`src/stgf_pkg.sv`:
```
// ----------------------------------------------------------------------------
// stgf_pkg
// Shared widths, reset values, codes and types of the sine tone generator.
// ----------------------------------------------------------------------------
package stgf_pkg;

  localparam int unsigned INDEX_WIDTH_DEF = 22;

  localparam int unsigned RATE_W     = 16;
  localparam int unsigned PEAK_W     = 15;
  localparam int unsigned FREQ_W     = 15;
  localparam int unsigned DUR_W      = 16;
  localparam int unsigned SAMPLE_W   = 16;
  localparam int unsigned FADE_W     = 8;
  localparam int unsigned PHASE_W    = 16;
  localparam int unsigned SINE_W     = 15;
  localparam int unsigned ENV_W      = 16;
  localparam int unsigned CFG_DATA_W = 16;

  localparam logic [RATE_W-1:0] RATE_RESET = 16'd22050;
  localparam logic [PEAK_W-1:0] PEAK_RESET = 15'd28000;

  localparam int unsigned MS_PER_S = 1000;
  // fade lasts 5 ms of samples
  localparam int unsigned FADE_DIV = 200;

  // shared divider: 48-bit dividend, 16-bit divisor, 4 quotient bits a cycle
  localparam int unsigned DIV_W     = 48;
  localparam int unsigned DIVISOR_W = 16;
  localparam int unsigned DIV_RADIX = 4;

  localparam int unsigned MUL_W = 32;

  localparam int unsigned QUEUE_DEPTH = 2;

  // sine polynomial, Q30 coefficients of an odd series over a quarter turn
  localparam logic [31:0] Q30_ONE = 32'h4000_0000;
  localparam logic [31:0] C1 = 32'd1686629713;
  localparam logic [31:0] C3 = 32'd693598668;
  localparam logic [31:0] C5 = 32'd85569306;
  localparam logic [31:0] C7 = 32'd5026995;
  localparam logic [31:0] C9 = 32'd172272;
  localparam int unsigned POLY_TERMS = 4;

  typedef enum logic {
    REG_SAMPLE_RATE    = 1'b0,
    REG_PEAK_AMPLITUDE = 1'b1
  } cfg_reg_e;

  typedef struct packed {
    logic              start;
    logic [FREQ_W-1:0] freq;
    logic [DUR_W-1:0]  dur;
  } item_t;

  typedef struct packed {
    logic                 start;
    logic [DIV_W-1:0]     dividend;
    logic [DIVISOR_W-1:0] divisor;
  } div_req_t;

  typedef struct packed {
    logic                 done;
    logic [DIV_W-1:0]     quotient;
    logic [DIVISOR_W-1:0] remainder;
  } div_rsp_t;

  // horner coefficients after c9, in order of use
  function automatic logic [31:0] poly_coef(input logic [1:0] k);
    logic [31:0] c;
    case (k)
      2'd0:    c = C7;
      2'd1:    c = C5;
      2'd2:    c = C3;
      2'd3:    c = C1;
      default: c = C1;
    endcase
    return c;
  endfunction

endpackage

```
`src/sine_tone_generator_with_fade_top.sv`:
```
// ----------------------------------------------------------------------------
// sine_tone_generator_with_fade_top
// Sequencing: a silent tick goes straight to the output word; a playing tick
// runs through the shared 4-bit-per-cycle divider and the shared registered
// multiplier, and a start tick first sets up the tone on the same two units.
// Throughput: one tick at a time in the sample engine; a 2-word queue and the
// output register let input and output stall on their own.
// Reset: asynchronous; idle, no tone, rate 22050 and peak 28000.
// ----------------------------------------------------------------------------
module sine_tone_generator_with_fade_top #(
  parameter int unsigned INDEX_WIDTH = stgf_pkg::INDEX_WIDTH_DEF
) (
  input  logic                                 clk_i,
  input  logic                                 rst_ni,
  input  logic                                 cfg_valid_i,
  output logic                                 cfg_ready_o,
  input  stgf_pkg::cfg_reg_e                   cfg_index_i,
  input  logic [stgf_pkg::CFG_DATA_W-1:0]      cfg_data_i,
  input  logic                                 in_valid_i,
  output logic                                 in_ready_o,
  input  logic                                 start_req_i,
  input  logic [stgf_pkg::FREQ_W-1:0]          freq_hz_i,
  input  logic [stgf_pkg::DUR_W-1:0]           duration_ms_i,
  output logic                                 out_valid_o,
  input  logic                                 out_ready_i,
  output logic signed [stgf_pkg::SAMPLE_W-1:0] sample_o,
  output logic                                 active_o,
  output logic                                 last_o
);
  import stgf_pkg::*;

  logic     q_valid, q_pop;
  item_t    q_item;
  div_req_t div_req;
  div_rsp_t div_rsp;

  assign cfg_ready_o = 1'b1;

  stgf_front u_front (
    .clk_i         (clk_i),
    .rst_ni        (rst_ni),
    .in_valid_i    (in_valid_i),
    .in_ready_o    (in_ready_o),
    .start_req_i   (start_req_i),
    .freq_hz_i     (freq_hz_i),
    .duration_ms_i (duration_ms_i),
    .q_valid_o     (q_valid),
    .q_item_o      (q_item),
    .q_pop_i       (q_pop)
  );

  stgf_div u_div (
    .clk_i  (clk_i),
    .rst_ni (rst_ni),
    .req_i  (div_req),
    .rsp_o  (div_rsp)
  );

  stgf_back #(
    .INDEX_WIDTH (INDEX_WIDTH)
  ) u_back (
    .clk_i       (clk_i),
    .rst_ni      (rst_ni),
    .cfg_valid_i (cfg_valid_i),
    .cfg_index_i (cfg_index_i),
    .cfg_data_i  (cfg_data_i),
    .q_valid_i   (q_valid),
    .q_item_i    (q_item),
    .q_pop_o     (q_pop),
    .div_req_o   (div_req),
    .div_rsp_i   (div_rsp),
    .out_valid_o (out_valid_o),
    .out_ready_i (out_ready_i),
    .sample_o    (sample_o),
    .active_o    (active_o),
    .last_o      (last_o)
  );

endmodule

```
`src/stgf_front.sv`:
```
// ----------------------------------------------------------------------------
// stgf_front
// Input side: takes tick words, tags start requests and queues them.
// ----------------------------------------------------------------------------
module stgf_front (
  input  logic                         clk_i,
  input  logic                         rst_ni,
  input  logic                         in_valid_i,
  output logic                         in_ready_o,
  input  logic                         start_req_i,
  input  logic [stgf_pkg::FREQ_W-1:0]  freq_hz_i,
  input  logic [stgf_pkg::DUR_W-1:0]   duration_ms_i,
  output logic                         q_valid_o,
  output stgf_pkg::item_t              q_item_o,
  input  logic                         q_pop_i
);
  import stgf_pkg::*;

  localparam int unsigned PTR_W = (QUEUE_DEPTH > 1) ? $clog2(QUEUE_DEPTH) : 1;
  localparam int unsigned CNT_W = $clog2(QUEUE_DEPTH + 1);

  item_t            slot_q [QUEUE_DEPTH];
  item_t            item_in;
  logic [PTR_W-1:0] wr_ptr_q, wr_ptr_d, rd_ptr_q, rd_ptr_d;
  logic [CNT_W-1:0] count_q, count_d;
  logic             push, pop;

  // tone fields only matter on a start word
  always_comb begin
    item_in.start = start_req_i;
    item_in.freq  = start_req_i ? freq_hz_i : '0;
    item_in.dur   = start_req_i ? duration_ms_i : '0;
  end

  assign in_ready_o = (count_q != CNT_W'(QUEUE_DEPTH));
  assign q_valid_o  = (count_q != '0);
  assign q_item_o   = slot_q[rd_ptr_q];
  assign push       = in_valid_i & in_ready_o;
  assign pop        = q_pop_i & q_valid_o;

  always_comb begin
    wr_ptr_d = wr_ptr_q;
    rd_ptr_d = rd_ptr_q;
    count_d  = count_q;
    if (push) begin
      wr_ptr_d = (wr_ptr_q == PTR_W'(QUEUE_DEPTH - 1)) ? '0 : wr_ptr_q + 1'b1;
    end
    if (pop) begin
      rd_ptr_d = (rd_ptr_q == PTR_W'(QUEUE_DEPTH - 1)) ? '0 : rd_ptr_q + 1'b1;
    end
    if (push && !pop) begin
      count_d = count_q + 1'b1;
    end else if (pop && !push) begin
      count_d = count_q - 1'b1;
    end
  end

  always_ff @(posedge clk_i or negedge rst_ni) begin
    if (!rst_ni) begin
      wr_ptr_q <= '0;
      rd_ptr_q <= '0;
      count_q  <= '0;
    end else begin
      wr_ptr_q <= wr_ptr_d;
      rd_ptr_q <= rd_ptr_d;
      count_q  <= count_d;
    end
  end

  always_ff @(posedge clk_i) begin
    if (push) begin
      slot_q[wr_ptr_q] <= item_in;
    end
  end

  a_count_range: assert property (@(posedge clk_i) disable iff (!rst_ni)
    count_q <= CNT_W'(QUEUE_DEPTH))
    else $error("queue count above depth");

  a_pop_nonempty: assert property (@(posedge clk_i) disable iff (!rst_ni)
    q_pop_i |-> (count_q != '0))
    else $error("pop from empty queue");

  a_count_push: assert property (@(posedge clk_i) disable iff (!rst_ni)
    (push && !pop) |=> (count_q == CNT_W'($past(count_q) + 1'b1)))
    else $error("queue count missed a push");

endmodule

```
`src/stgf_div.sv`:
```
// ----------------------------------------------------------------------------
// stgf_div
// Shared iterative restoring divider, a few quotient bits per cycle.
// ----------------------------------------------------------------------------
module stgf_div (
  input  logic                clk_i,
  input  logic                rst_ni,
  input  stgf_pkg::div_req_t  req_i,
  output stgf_pkg::div_rsp_t  rsp_o
);
  import stgf_pkg::*;

  localparam int unsigned STEPS = DIV_W / DIV_RADIX;
  localparam int unsigned CNT_W = $clog2(STEPS + 1);

  logic [DIV_W-1:0]     quo_q, quo_w;
  logic [DIVISOR_W-1:0] den_q, rem_q, rem_w;
  logic [DIVISOR_W:0]   rem_x;
  logic [CNT_W-1:0]     cnt_q;
  logic                 busy_q;

  always_comb begin
    rem_w = rem_q;
    quo_w = quo_q;
    rem_x = '0;
    for (int i = 0; i < DIV_RADIX; i++) begin
      rem_x = {rem_w, quo_w[DIV_W-1]};
      quo_w = {quo_w[DIV_W-2:0], 1'b0};
      if (rem_x >= {1'b0, den_q}) begin
        rem_x    = rem_x - {1'b0, den_q};
        quo_w[0] = 1'b1;
      end
      rem_w = rem_x[DIVISOR_W-1:0];
    end
  end

  always_ff @(posedge clk_i or negedge rst_ni) begin
    if (!rst_ni) begin
      busy_q <= 1'b0;
      cnt_q  <= '0;
    end else if (req_i.start) begin
      busy_q <= 1'b1;
      cnt_q  <= CNT_W'(STEPS);
    end else if (busy_q && cnt_q != '0) begin
      cnt_q <= cnt_q - 1'b1;
    end else begin
      busy_q <= 1'b0;
    end
  end

  always_ff @(posedge clk_i) begin
    if (req_i.start) begin
      quo_q <= req_i.dividend;
      den_q <= req_i.divisor;
      rem_q <= '0;
    end else if (busy_q && cnt_q != '0) begin
      quo_q <= quo_w;
      rem_q <= rem_w;
    end
  end

  assign rsp_o.done      = busy_q & (cnt_q == '0);
  assign rsp_o.quotient  = quo_q;
  assign rsp_o.remainder = rem_q;

  a_start_loads: assert property (@(posedge clk_i) disable iff (!rst_ni)
    req_i.start |=> (busy_q && cnt_q == CNT_W'(STEPS)))
    else $error("divider did not load");

  a_busy_holds: assert property (@(posedge clk_i) disable iff (!rst_ni)
    (busy_q && cnt_q != '0) |=> busy_q)
    else $error("divider dropped busy mid-run");

  a_rem_bound: assert property (@(posedge clk_i) disable iff (!rst_ni)
    (rsp_o.done && den_q != '0) |-> (rem_q < den_q))
    else $error("divider remainder not below divisor");

endmodule

```
`src/stgf_back.sv`:
```
// ----------------------------------------------------------------------------
// stgf_back
// Sample engine: tone setup, phase to angle, sine polynomial, envelope,
// scaling and the output word register.
// ----------------------------------------------------------------------------
module stgf_back #(
  parameter int unsigned INDEX_WIDTH = stgf_pkg::INDEX_WIDTH_DEF
) (
  input  logic                                 clk_i,
  input  logic                                 rst_ni,
  input  logic                                 cfg_valid_i,
  input  stgf_pkg::cfg_reg_e                   cfg_index_i,
  input  logic [stgf_pkg::CFG_DATA_W-1:0]      cfg_data_i,
  input  logic                                 q_valid_i,
  input  stgf_pkg::item_t                      q_item_i,
  output logic                                 q_pop_o,
  output stgf_pkg::div_req_t                   div_req_o,
  input  stgf_pkg::div_rsp_t                   div_rsp_i,
  output logic                                 out_valid_o,
  input  logic                                 out_ready_i,
  output logic signed [stgf_pkg::SAMPLE_W-1:0] sample_o,
  output logic                                 active_o,
  output logic                                 last_o
);
  import stgf_pkg::*;

  localparam int unsigned IW = INDEX_WIDTH;

  typedef enum logic [3:0] {
    ST_IDLE,
    ST_TICK,
    ST_LEN_MUL,
    ST_LEN_DIV,
    ST_FADE_DIV,
    ST_STEP_DIV,
    ST_ANG_DIV,
    ST_SQ_MUL,
    ST_POLY_MUL,
    ST_Y_MUL,
    ST_ENV_DIV,
    ST_AMP_MUL,
    ST_MAG_MUL,
    ST_EMIT
  } state_e;

  state_e              state_q, state_d;
  logic                ph_q, ph_d;
  logic [RATE_W-1:0]   rate_q, rate_d;
  logic [PEAK_W-1:0]   peak_q, peak_d;
  item_t               item_q, item_d;
  logic [IW-1:0]       idx_q, idx_d, tone_q, tone_d;
  logic [FADE_W-1:0]   fade_q, fade_d;
  logic [PHASE_W-1:0]  acc_q, acc_d, step_q, step_d;
  logic                playing_q, playing_d;
  logic [30:0]         x_q, x_d, x2_q, x2_d;
  logic                neg_q, neg_d;
  logic [31:0]         t_q, t_d;
  logic [1:0]          k_q, k_d;
  logic [SINE_W-1:0]   s_q, s_d;
  logic [ENV_W-1:0]    env_q, env_d;
  logic [29:0]         p1_q, p1_d;
  logic [SAMPLE_W-1:0] res_sample_q, res_sample_d;
  logic                res_active_q, res_active_d, res_last_q, res_last_d;
  logic                out_valid_q, out_valid_d;
  logic [SAMPLE_W-1:0] out_sample_q, out_sample_d;
  logic                out_active_q, out_active_d, out_last_q, out_last_d;

  logic [MUL_W-1:0]    mul_a, mul_b;
  logic [2*MUL_W-1:0]  prod_q;

  logic [31:0]         angle;
  logic [IW:0]         idx_inc;
  logic                last_w;
  logic [PHASE_W:0]    acc_sum, acc_wrap;
  logic [IW-1:0]       fall_start, env_num;
  logic                rise_w, fall_w;
  logic [SINE_W-1:0]   mag;

  assign angle      = (rate_q == '0) ? '0 : div_rsp_i.quotient[31:0];
  assign idx_inc    = {1'b0, idx_q} + 1'b1;
  assign last_w     = (idx_inc >= {1'b0, tone_q});
  assign acc_sum    = {1'b0, acc_q} + {1'b0, step_q};
  assign acc_wrap   = acc_sum - {1'b0, rate_q};
  assign fall_start = tone_q - IW'(fade_q);
  assign rise_w     = (idx_q < IW'(fade_q));
  assign fall_w     = (tone_q >= IW'(fade_q)) && (idx_q > fall_start);
  // the falling edge wins where both ramps apply
  assign env_num    = fall_w ? (tone_q - idx_q) : idx_q;
  assign mag        = prod_q[45:31];

  assign q_pop_o = (state_q == ST_IDLE) && q_valid_i;

  always_comb begin
    state_d      = state_q;
    ph_d         = ph_q;
    rate_d       = rate_q;
    peak_d       = peak_q;
    item_d       = item_q;
    idx_d        = idx_q;
    tone_d       = tone_q;
    fade_d       = fade_q;
    acc_d        = acc_q;
    step_d       = step_q;
    playing_d    = playing_q;
    x_d          = x_q;
    x2_d         = x2_q;
    neg_d        = neg_q;
    t_d          = t_q;
    k_d          = k_q;
    s_d          = s_q;
    env_d        = env_q;
    p1_d         = p1_q;
    res_sample_d = res_sample_q;
    res_active_d = res_active_q;
    res_last_d   = res_last_q;
    out_valid_d  = out_valid_q & ~out_ready_i;
    out_sample_d = out_sample_q;
    out_active_d = out_active_q;
    out_last_d   = out_last_q;
    mul_a        = '0;
    mul_b        = '0;
    div_req_o    = '0;

    if (cfg_valid_i) begin
      case (cfg_index_i)
        REG_SAMPLE_RATE:    rate_d = cfg_data_i[RATE_W-1:0];
        REG_PEAK_AMPLITUDE: peak_d = cfg_data_i[PEAK_W-1:0];
        default: ;
      endcase
    end

    case (state_q)
      ST_IDLE: begin
        if (q_valid_i) begin
          item_d  = q_item_i;
          state_d = q_item_i.start ? ST_LEN_MUL : ST_TICK;
        end
      end

      ST_LEN_MUL: begin
        mul_a = MUL_W'(rate_q);
        mul_b = MUL_W'(item_q.dur);
        ph_d  = ~ph_q;
        if (ph_q) begin
          state_d = ST_LEN_DIV;
        end
      end

      ST_LEN_DIV: begin
        div_req_o.dividend = DIV_W'(prod_q[31:0]);
        div_req_o.divisor  = DIVISOR_W'(MS_PER_S);
        if (!ph_q) begin
          div_req_o.start = 1'b1;
          ph_d            = 1'b1;
        end else if (div_rsp_i.done) begin
          tone_d    = (div_rsp_i.quotient[DIV_W-1:IW] != '0) ? '1
                                                             : div_rsp_i.quotient[IW-1:0];
          playing_d = (tone_d != '0);
          ph_d      = 1'b0;
          state_d   = ST_FADE_DIV;
        end
      end

      ST_FADE_DIV: begin
        div_req_o.dividend = DIV_W'(rate_q);
        div_req_o.divisor  = DIVISOR_W'(FADE_DIV);
        if (!ph_q) begin
          div_req_o.start = 1'b1;
          ph_d            = 1'b1;
        end else if (div_rsp_i.done) begin
          fade_d  = (div_rsp_i.quotient[DIV_W-1:FADE_W] != '0) ? '1
                                                               : div_rsp_i.quotient[FADE_W-1:0];
          ph_d    = 1'b0;
          state_d = ST_STEP_DIV;
        end
      end

      ST_STEP_DIV: begin
        div_req_o.dividend = DIV_W'(item_q.freq);
        div_req_o.divisor  = rate_q;
        if (!ph_q) begin
          div_req_o.start = 1'b1;
          ph_d            = 1'b1;
        end else if (div_rsp_i.done) begin
          step_d  = (rate_q == '0) ? '0 : div_rsp_i.remainder;
          idx_d   = '0;
          acc_d   = '0;
          ph_d    = 1'b0;
          state_d = ST_TICK;
        end
      end

      ST_TICK: begin
        if (playing_q) begin
          state_d = ST_ANG_DIV;
        end else begin
          res_sample_d = '0;
          res_active_d = 1'b0;
          res_last_d   = 1'b0;
          state_d      = ST_EMIT;
        end
      end

      // angle = acc * 2^32 / rate, a fraction of a full turn
      ST_ANG_DIV: begin
        div_req_o.dividend = {acc_q, 32'b0};
        div_req_o.divisor  = rate_q;
        if (!ph_q) begin
          div_req_o.start = 1'b1;
          ph_d            = 1'b1;
        end else if (div_rsp_i.done) begin
          x_d     = angle[30] ? (Q30_ONE[30:0] - {1'b0, angle[29:0]}) : {1'b0, angle[29:0]};
          neg_d   = angle[31];
          ph_d    = 1'b0;
          state_d = ST_SQ_MUL;
        end
      end

      ST_SQ_MUL: begin
        mul_a = MUL_W'(x_q);
        mul_b = MUL_W'(x_q);
        ph_d  = ~ph_q;
        if (ph_q) begin
          x2_d    = prod_q[60:30];
          t_d     = C9;
          k_d     = '0;
          state_d = ST_POLY_MUL;
        end
      end

      ST_POLY_MUL: begin
        mul_a = MUL_W'(x2_q);
        mul_b = t_q;
        ph_d  = ~ph_q;
        if (ph_q) begin
          t_d = poly_coef(k_q) - prod_q[61:30];
          k_d = k_q + 1'b1;
          if (k_q == 2'(POLY_TERMS - 1)) begin
            state_d = ST_Y_MUL;
          end
        end
      end

      ST_Y_MUL: begin
        mul_a = MUL_W'(x_q);
        mul_b = t_q;
        ph_d  = ~ph_q;
        if (ph_q) begin
          s_d     = (prod_q[63:60] != '0) ? '1 : prod_q[59:45];
          state_d = ST_ENV_DIV;
        end
      end

      ST_ENV_DIV: begin
        div_req_o.dividend = DIV_W'(env_num) << ENV_W;
        div_req_o.divisor  = DIVISOR_W'(fade_q);
        if (!ph_q) begin
          if (fade_q != '0 && (rise_w || fall_w)) begin
            div_req_o.start = 1'b1;
            ph_d            = 1'b1;
          end else begin
            env_d   = '1;
            state_d = ST_AMP_MUL;
          end
        end else if (div_rsp_i.done) begin
          env_d   = (div_rsp_i.quotient[DIV_W-1:ENV_W] != '0) ? '1
                                                              : div_rsp_i.quotient[ENV_W-1:0];
          ph_d    = 1'b0;
          state_d = ST_AMP_MUL;
        end
      end

      ST_AMP_MUL: begin
        mul_a = MUL_W'(peak_q);
        mul_b = MUL_W'(s_q);
        ph_d  = ~ph_q;
        if (ph_q) begin
          p1_d    = prod_q[29:0];
          state_d = ST_MAG_MUL;
        end
      end

      ST_MAG_MUL: begin
        mul_a = MUL_W'(p1_q);
        mul_b = MUL_W'(env_q);
        ph_d  = ~ph_q;
        if (ph_q) begin
          res_sample_d = neg_q ? (SAMPLE_W'(0) - {1'b0, mag}) : {1'b0, mag};
          res_active_d = 1'b1;
          res_last_d   = last_w;
          acc_d        = (rate_q != '0 && acc_sum >= {1'b0, rate_q}) ? acc_wrap[PHASE_W-1:0]
                                                                    : acc_sum[PHASE_W-1:0];
          idx_d        = idx_inc[IW-1:0];
          if (last_w) begin
            playing_d = 1'b0;
          end
          state_d = ST_EMIT;
        end
      end

      ST_EMIT: begin
        if (!out_valid_q || out_ready_i) begin
          out_valid_d  = 1'b1;
          out_sample_d = res_sample_q;
          out_active_d = res_active_q;
          out_last_d   = res_last_q;
          state_d      = ST_IDLE;
        end
      end

      default: begin
        state_d = ST_IDLE;
        ph_d    = 1'b0;
      end
    endcase
  end

  always_ff @(posedge clk_i or negedge rst_ni) begin
    if (!rst_ni) begin
      state_q      <= ST_IDLE;
      ph_q         <= 1'b0;
      rate_q       <= RATE_RESET;
      peak_q       <= PEAK_RESET;
      item_q       <= '0;
      idx_q        <= '0;
      tone_q       <= '0;
      fade_q       <= '0;
      acc_q        <= '0;
      step_q       <= '0;
      playing_q    <= 1'b0;
      x_q          <= '0;
      x2_q         <= '0;
      neg_q        <= 1'b0;
      t_q          <= '0;
      k_q          <= '0;
      s_q          <= '0;
      env_q        <= '0;
      p1_q         <= '0;
      res_sample_q <= '0;
      res_active_q <= 1'b0;
      res_last_q   <= 1'b0;
      out_valid_q  <= 1'b0;
      out_sample_q <= '0;
      out_active_q <= 1'b0;
      out_last_q   <= 1'b0;
    end else begin
      state_q      <= state_d;
      ph_q         <= ph_d;
      rate_q       <= rate_d;
      peak_q       <= peak_d;
      item_q       <= item_d;
      idx_q        <= idx_d;
      tone_q       <= tone_d;
      fade_q       <= fade_d;
      acc_q        <= acc_d;
      step_q       <= step_d;
      playing_q    <= playing_d;
      x_q          <= x_d;
      x2_q         <= x2_d;
      neg_q        <= neg_d;
      t_q          <= t_d;
      k_q          <= k_d;
      s_q          <= s_d;
      env_q        <= env_d;
      p1_q         <= p1_d;
      res_sample_q <= res_sample_d;
      res_active_q <= res_active_d;
      res_last_q   <= res_last_d;
      out_valid_q  <= out_valid_d;
      out_sample_q <= out_sample_d;
      out_active_q <= out_active_d;
      out_last_q   <= out_last_d;
    end
  end

  // shared multiplier, product registered
  always_ff @(posedge clk_i) begin
    prod_q <= (2*MUL_W)'(mul_a) * (2*MUL_W)'(mul_b);
  end

  assign out_valid_o = out_valid_q;
  assign sample_o    = $signed(out_sample_q);
  assign active_o    = out_active_q;
  assign last_o      = out_last_q;

  a_play_len: assert property (@(posedge clk_i) disable iff (!rst_ni)
    playing_q |-> (tone_q != '0))
    else $error("playing with zero tone length");

  a_emit_loads: assert property (@(posedge clk_i) disable iff (!rst_ni)
    (state_q == ST_EMIT && (!out_valid_q || out_ready_i)) |=> out_valid_q)
    else $error("result word not presented");

  a_silent_word: assert property (@(posedge clk_i) disable iff (!rst_ni)
    (out_valid_q && !out_active_q) |-> (out_sample_q == '0 && !out_last_q))
    else $error("silent word carries data");

  a_pop_leaves_idle: assert property (@(posedge clk_i) disable iff (!rst_ni)
    q_pop_o |=> (state_q != ST_IDLE))
    else $error("popped word not taken up");

endmodule

```
`config.mk`:
```
export PLATFORM = sky130hd
export DESIGN_NAME = sine_tone_generator_with_fade_top
export DESIGN_NICKNAME = d
export VERILOG_FILES = /design/src/stgf_pkg.sv /design/src/sine_tone_generator_with_fade_top.sv /design/src/stgf_front.sv /design/src/stgf_div.sv /design/src/stgf_back.sv
export SDC_FILE = /design/constraint.sdc
export NUM_CORES = 2
export LEC_CHECK = 0
export BUFFER_PORTS_ARGS = -buffer_cell sky130_fd_sc_hd__buf_4
export CAP_MARGIN = 20
export CORE_MARGIN = 3
export CORE_UTILIZATION = 32
export CTS_CLUSTER_DIAMETER = 60
export CTS_CLUSTER_SIZE = 16
export DETAILED_ROUTE_END_ITERATION = 12
export GPL_ROUTABILITY_DRIVEN = 0
export PLACE_DENSITY = 0.5
export SLEW_MARGIN = 20
export SYNTH_ARGS = -nofsm -noshare
export SYNTH_HDL_FRONTEND = slang
export SYNTH_HIERARCHICAL = 1
export SYNTH_SLANG_ARGS = --single-unit
```
`constraint.sdc`:
```
create_clock -name clk_i -period 17.15 [get_ports clk_i]
set_input_delay 0.8575 -clock clk_i [delete_from_list [all_inputs] [get_ports clk_i]]
set_output_delay 0.8575 -clock clk_i [all_outputs]
set_load 0.1 [all_outputs]
```
==> impl_metrics.toml <==
[synth]
yosys.cell_count.top_type = "inv_1"
synth_mux_area_frac = 0.04560
synthSimpleGateAreaFrac = 0.1498
avgSynthCellArea_sq_um = 9.152
syn_nets = 8540
synth_compound_area_frac = 0.1086
synth_top_family_by_area = "adder cells"
yosysWarningCount = 6
yosysTopAreaCell = "fa_1"
yosysSeqAreaShare = 0.2200
synthXorXnorAreaFrac = 0.03366
synth_cell_types = 106
synth_area_sq_um = 65310
synthArstFlopShare = 0.6312
yosys.area.top_type_share = 0.2685
synth_edf_count = 128
syn_inst = 7136
synth_fa_ha_area_frac = 0.3594
synth_seq_cells = 564
synth_common_cells = "1047 x inv_1, 1031 x nand2_1, 876 x fa_1"
synthTopCellsByArea = "fa_1 27%, dfrtp_1 13%, ha_1 9.1%"
synth_ff_type = "dfrtp_1"

[route]
wl_per_cell_microns = 24.41
drt-total-wl_microns = 239200
antenna_left = 0
vias = 52324
top_layer = "met5"
first_pass_iters = 8
wl_met1_microns = 104300
drtIter0Drc = 4614
vias_per_cell = 5.338
wl_met3_microns = 18370
drcViolationCount = 0
met2WireLength_microns = 106600

[setup_path]
critPathCaptureType = "flop"
crit_start = "u_div/den_q[8]$_DFFE_PP_"
arrival_ns = 11.79
rr_startpoint = "u_div/den_q[8]$_DFFE_PP_"
slowest_delay_ns = 0.65
crit_required_ns = 17.68
path_class = "reg -> reg"
critPathMaxFanout = 20
critPathLaunchType = "flop"
crit_top_cell = "o21ai_0"
crit_path_top_delay_cell = "nor3_4"

[power_and_ir_drop]
p_comb_frac = 0.730
peakVddDrop_uv = 457.4
p_switching_mw = 7.500
powerDensity_nw_per_um2 = 202.4
leakagePower_nw = 32.72
p_total_mw = 14.44
p_int_mw = 6.938
pwr-share-seq = 0.163
clkPwrFrac = 0.107
sw_frac_of_total = 0.5194

[floorplanning]
core_area_sq_um = 202500
dieWidth_microns = 457.8
fp.dieH_microns = 457.8
ios = 75
die-area_sq_um = 209500
start_util = 0.3225
num_rows = 165

[clock_tree]
ctsHtreeMaxLevel = 3
clock-sinks = 564
cts_buffers = 67
cts_setup_buffers = 0
worst_skew_pair.late_latency_ns = 0.66
hold_buffers = 0
ctsLongestPathBuffers = 3
cts.clk_slew.worst_paths_ns = 0.06
root_buffer = "clkbuf_16"
cts_tree = "yes"
ctsResizeCount = 0

[placement]
dp_hpwl_microns = 186000
portBuffers = 73

[flow_run]
drv_cap = 0

[sta]
clock-skew-final_ns = 0.06213
max_slew_margin = 0.1949
finalSetupTns_ns = 0
finalCriticalPeriod_ns = 11.26
grt_setup_unrepaired = "false"
tightest_slew_ns = 1.208
maxSlewViolCount = 0
fmax_ghz = 0.08883
period_share = 0.6564
setup_violations = 0
finalHoldViolCount = 0

[grt]
antenna_found_initial = 15
grt.overflow.total = 0
grt_pass1_vias = 53599
track_usage = 0.2272
grt_pass1_wl_microns = 358000
grt_max_degree = 142

[final_layout]
area_delta_synth_final_pct = 9.227
drive_gt1_frac = 0.09190
regArea_sq_um = 14370
final_nets = 8476
multi_input_comb_area_sq_um = 45640
fillers = 20637

[worst_hold_path]
min_path_type = "in -> async"

[outcome]
status = "finished, final reports clean"
-- metrics by stage --
| stage | setup WS (ns) | util | cell area [sq um] | std cells | hold slack [ns] |
|---|---|---|---|---|---|
| 2_1_floorplan | 7.585 | - | 65310 | 7136 | 0.4403 |
| 3_3_place_gp | 5.663 | 0.3401 | 68880 | 9673 | 0.4624 |
| 3_5_place_dp | 6.069 | 0.3402 | 68910 | 9675 | 0.4711 |
| 4_1_cts | 6.045 | 0.3521 | 71320 | 9799 | 0.1689 |
| 5_1_grt | 5.135 | 0.3522 | 71320 | 9799 | 0.1904 |
| 6_report | 5.892 | 0.3522 | 71330 | 9803 | 0.1584 |
-- state kept, by name (all words and copies together), names as in the netlist, 22 cells and up --
signal / cells
u_back/prod_q: 64
u_back/item_q: 31
u_div/quo_q: 48
u_back/t_q: 32
u_back/x2_q: 31
u_back/x_q: 31
u_front/slot_q: 64
u_back/p1_q: 30
u_back/tone_q: 22
u_back/idx_q: 22
-- cells in the final DEF, fill, tap and decap left out, drive strengths merged, types with 31 or more instances in the layout --
cell type  count
mux2         226
nand2b        54
buf          212
nand4         75
clkbuf        78
fa           876
a22oi         66
nor2b         46
a21o          90
xor2          85
o21ai        367
ha           474
inv         1069
nand2       1033
dfxtp         80
and2          81
o21a          35
a22o          34
edfxtp       128
nor3          82
and4          31
o31ai         33
nor2         637
xnor2        166
nand3         82
dfrtp        343
a21oi        209
-- layout make-up --
cell class | count | share of cell area
multi-input cells | 5179 | 0.6399
repair buffers | 212 | 0.02270
clock inverters | 46 | 0.008665
diodes | 4 | 0.0001403
inverters | 1048 | 0.05518
clock buffers | 78 | 0.02512
well taps | 2672 | 0.04687
flip-flops and latches | 564 | 0.2015
-- power groups by stage --
stage,registers (mW),clock network [mW],logic [mW]
6_report,2.35,1.54,10.5
5_1_grt,2.38,1.64,11.5
4_1_cts,2.33,1.58,10.3
3_5_place_dp,2.36,0,10.3
3_3_place_gp,2.36,0,10.2
2_1_floorplan,2.04,0,7.72
-- routing by layer --
metal,vias up,global-route usage
met4,4,0.08224
met5,-,0
met2,2101,0.3559
li1,23053,-
met1,26796,0.3163
met3,370,0.03712
-- path summary, 6_finish.rpt --
kind	endpoint	slack, ns	cells past startpoint
worst max-delay path	u_div/rem_q[15]$_SDFFE_PP0P_	5.89	39
worst min-delay path	u_back/idx_q[18]$_DFFE_PN0P_	0.16	1
worst max register to register	u_div/rem_q[15]$_SDFFE_PP0P_	5.89	39
worst min register to register	u_back/res_sample_q[1]$_DFFE_PN0P_	0.48	2
max in group asynchronous	u_back/s_q[9]$_DFFE_PN0P_	15.43	2
min in group clk_i	u_back/rate_q[3]$_DFFE_PN0P_	0.44	3
-- worst max-delay path, delay by kind of cell (launching register included) --
kind | cells | cell delay [ns]
mux | 1 | 0.29
compound gates | 24 | 6.57
buf+inv | 4 | 0.78
fa+ha+maj | 4 | 1.34
flops | 1 | 0.36
simple gates | 6 | 1.77
-- cell families after synthesis --
kind of cell | Yosys count
flip-flops | 564
buffers and inverters | 1393
XOR/XNOR | 251
AO/OA/AOI/OAI | 1088
AND/OR/NAND/NOR | 2234
multiplexers | 255
other | 1
adder cells (fa/ha/maj) | 1350
Power figures use the tool's default switching activity.
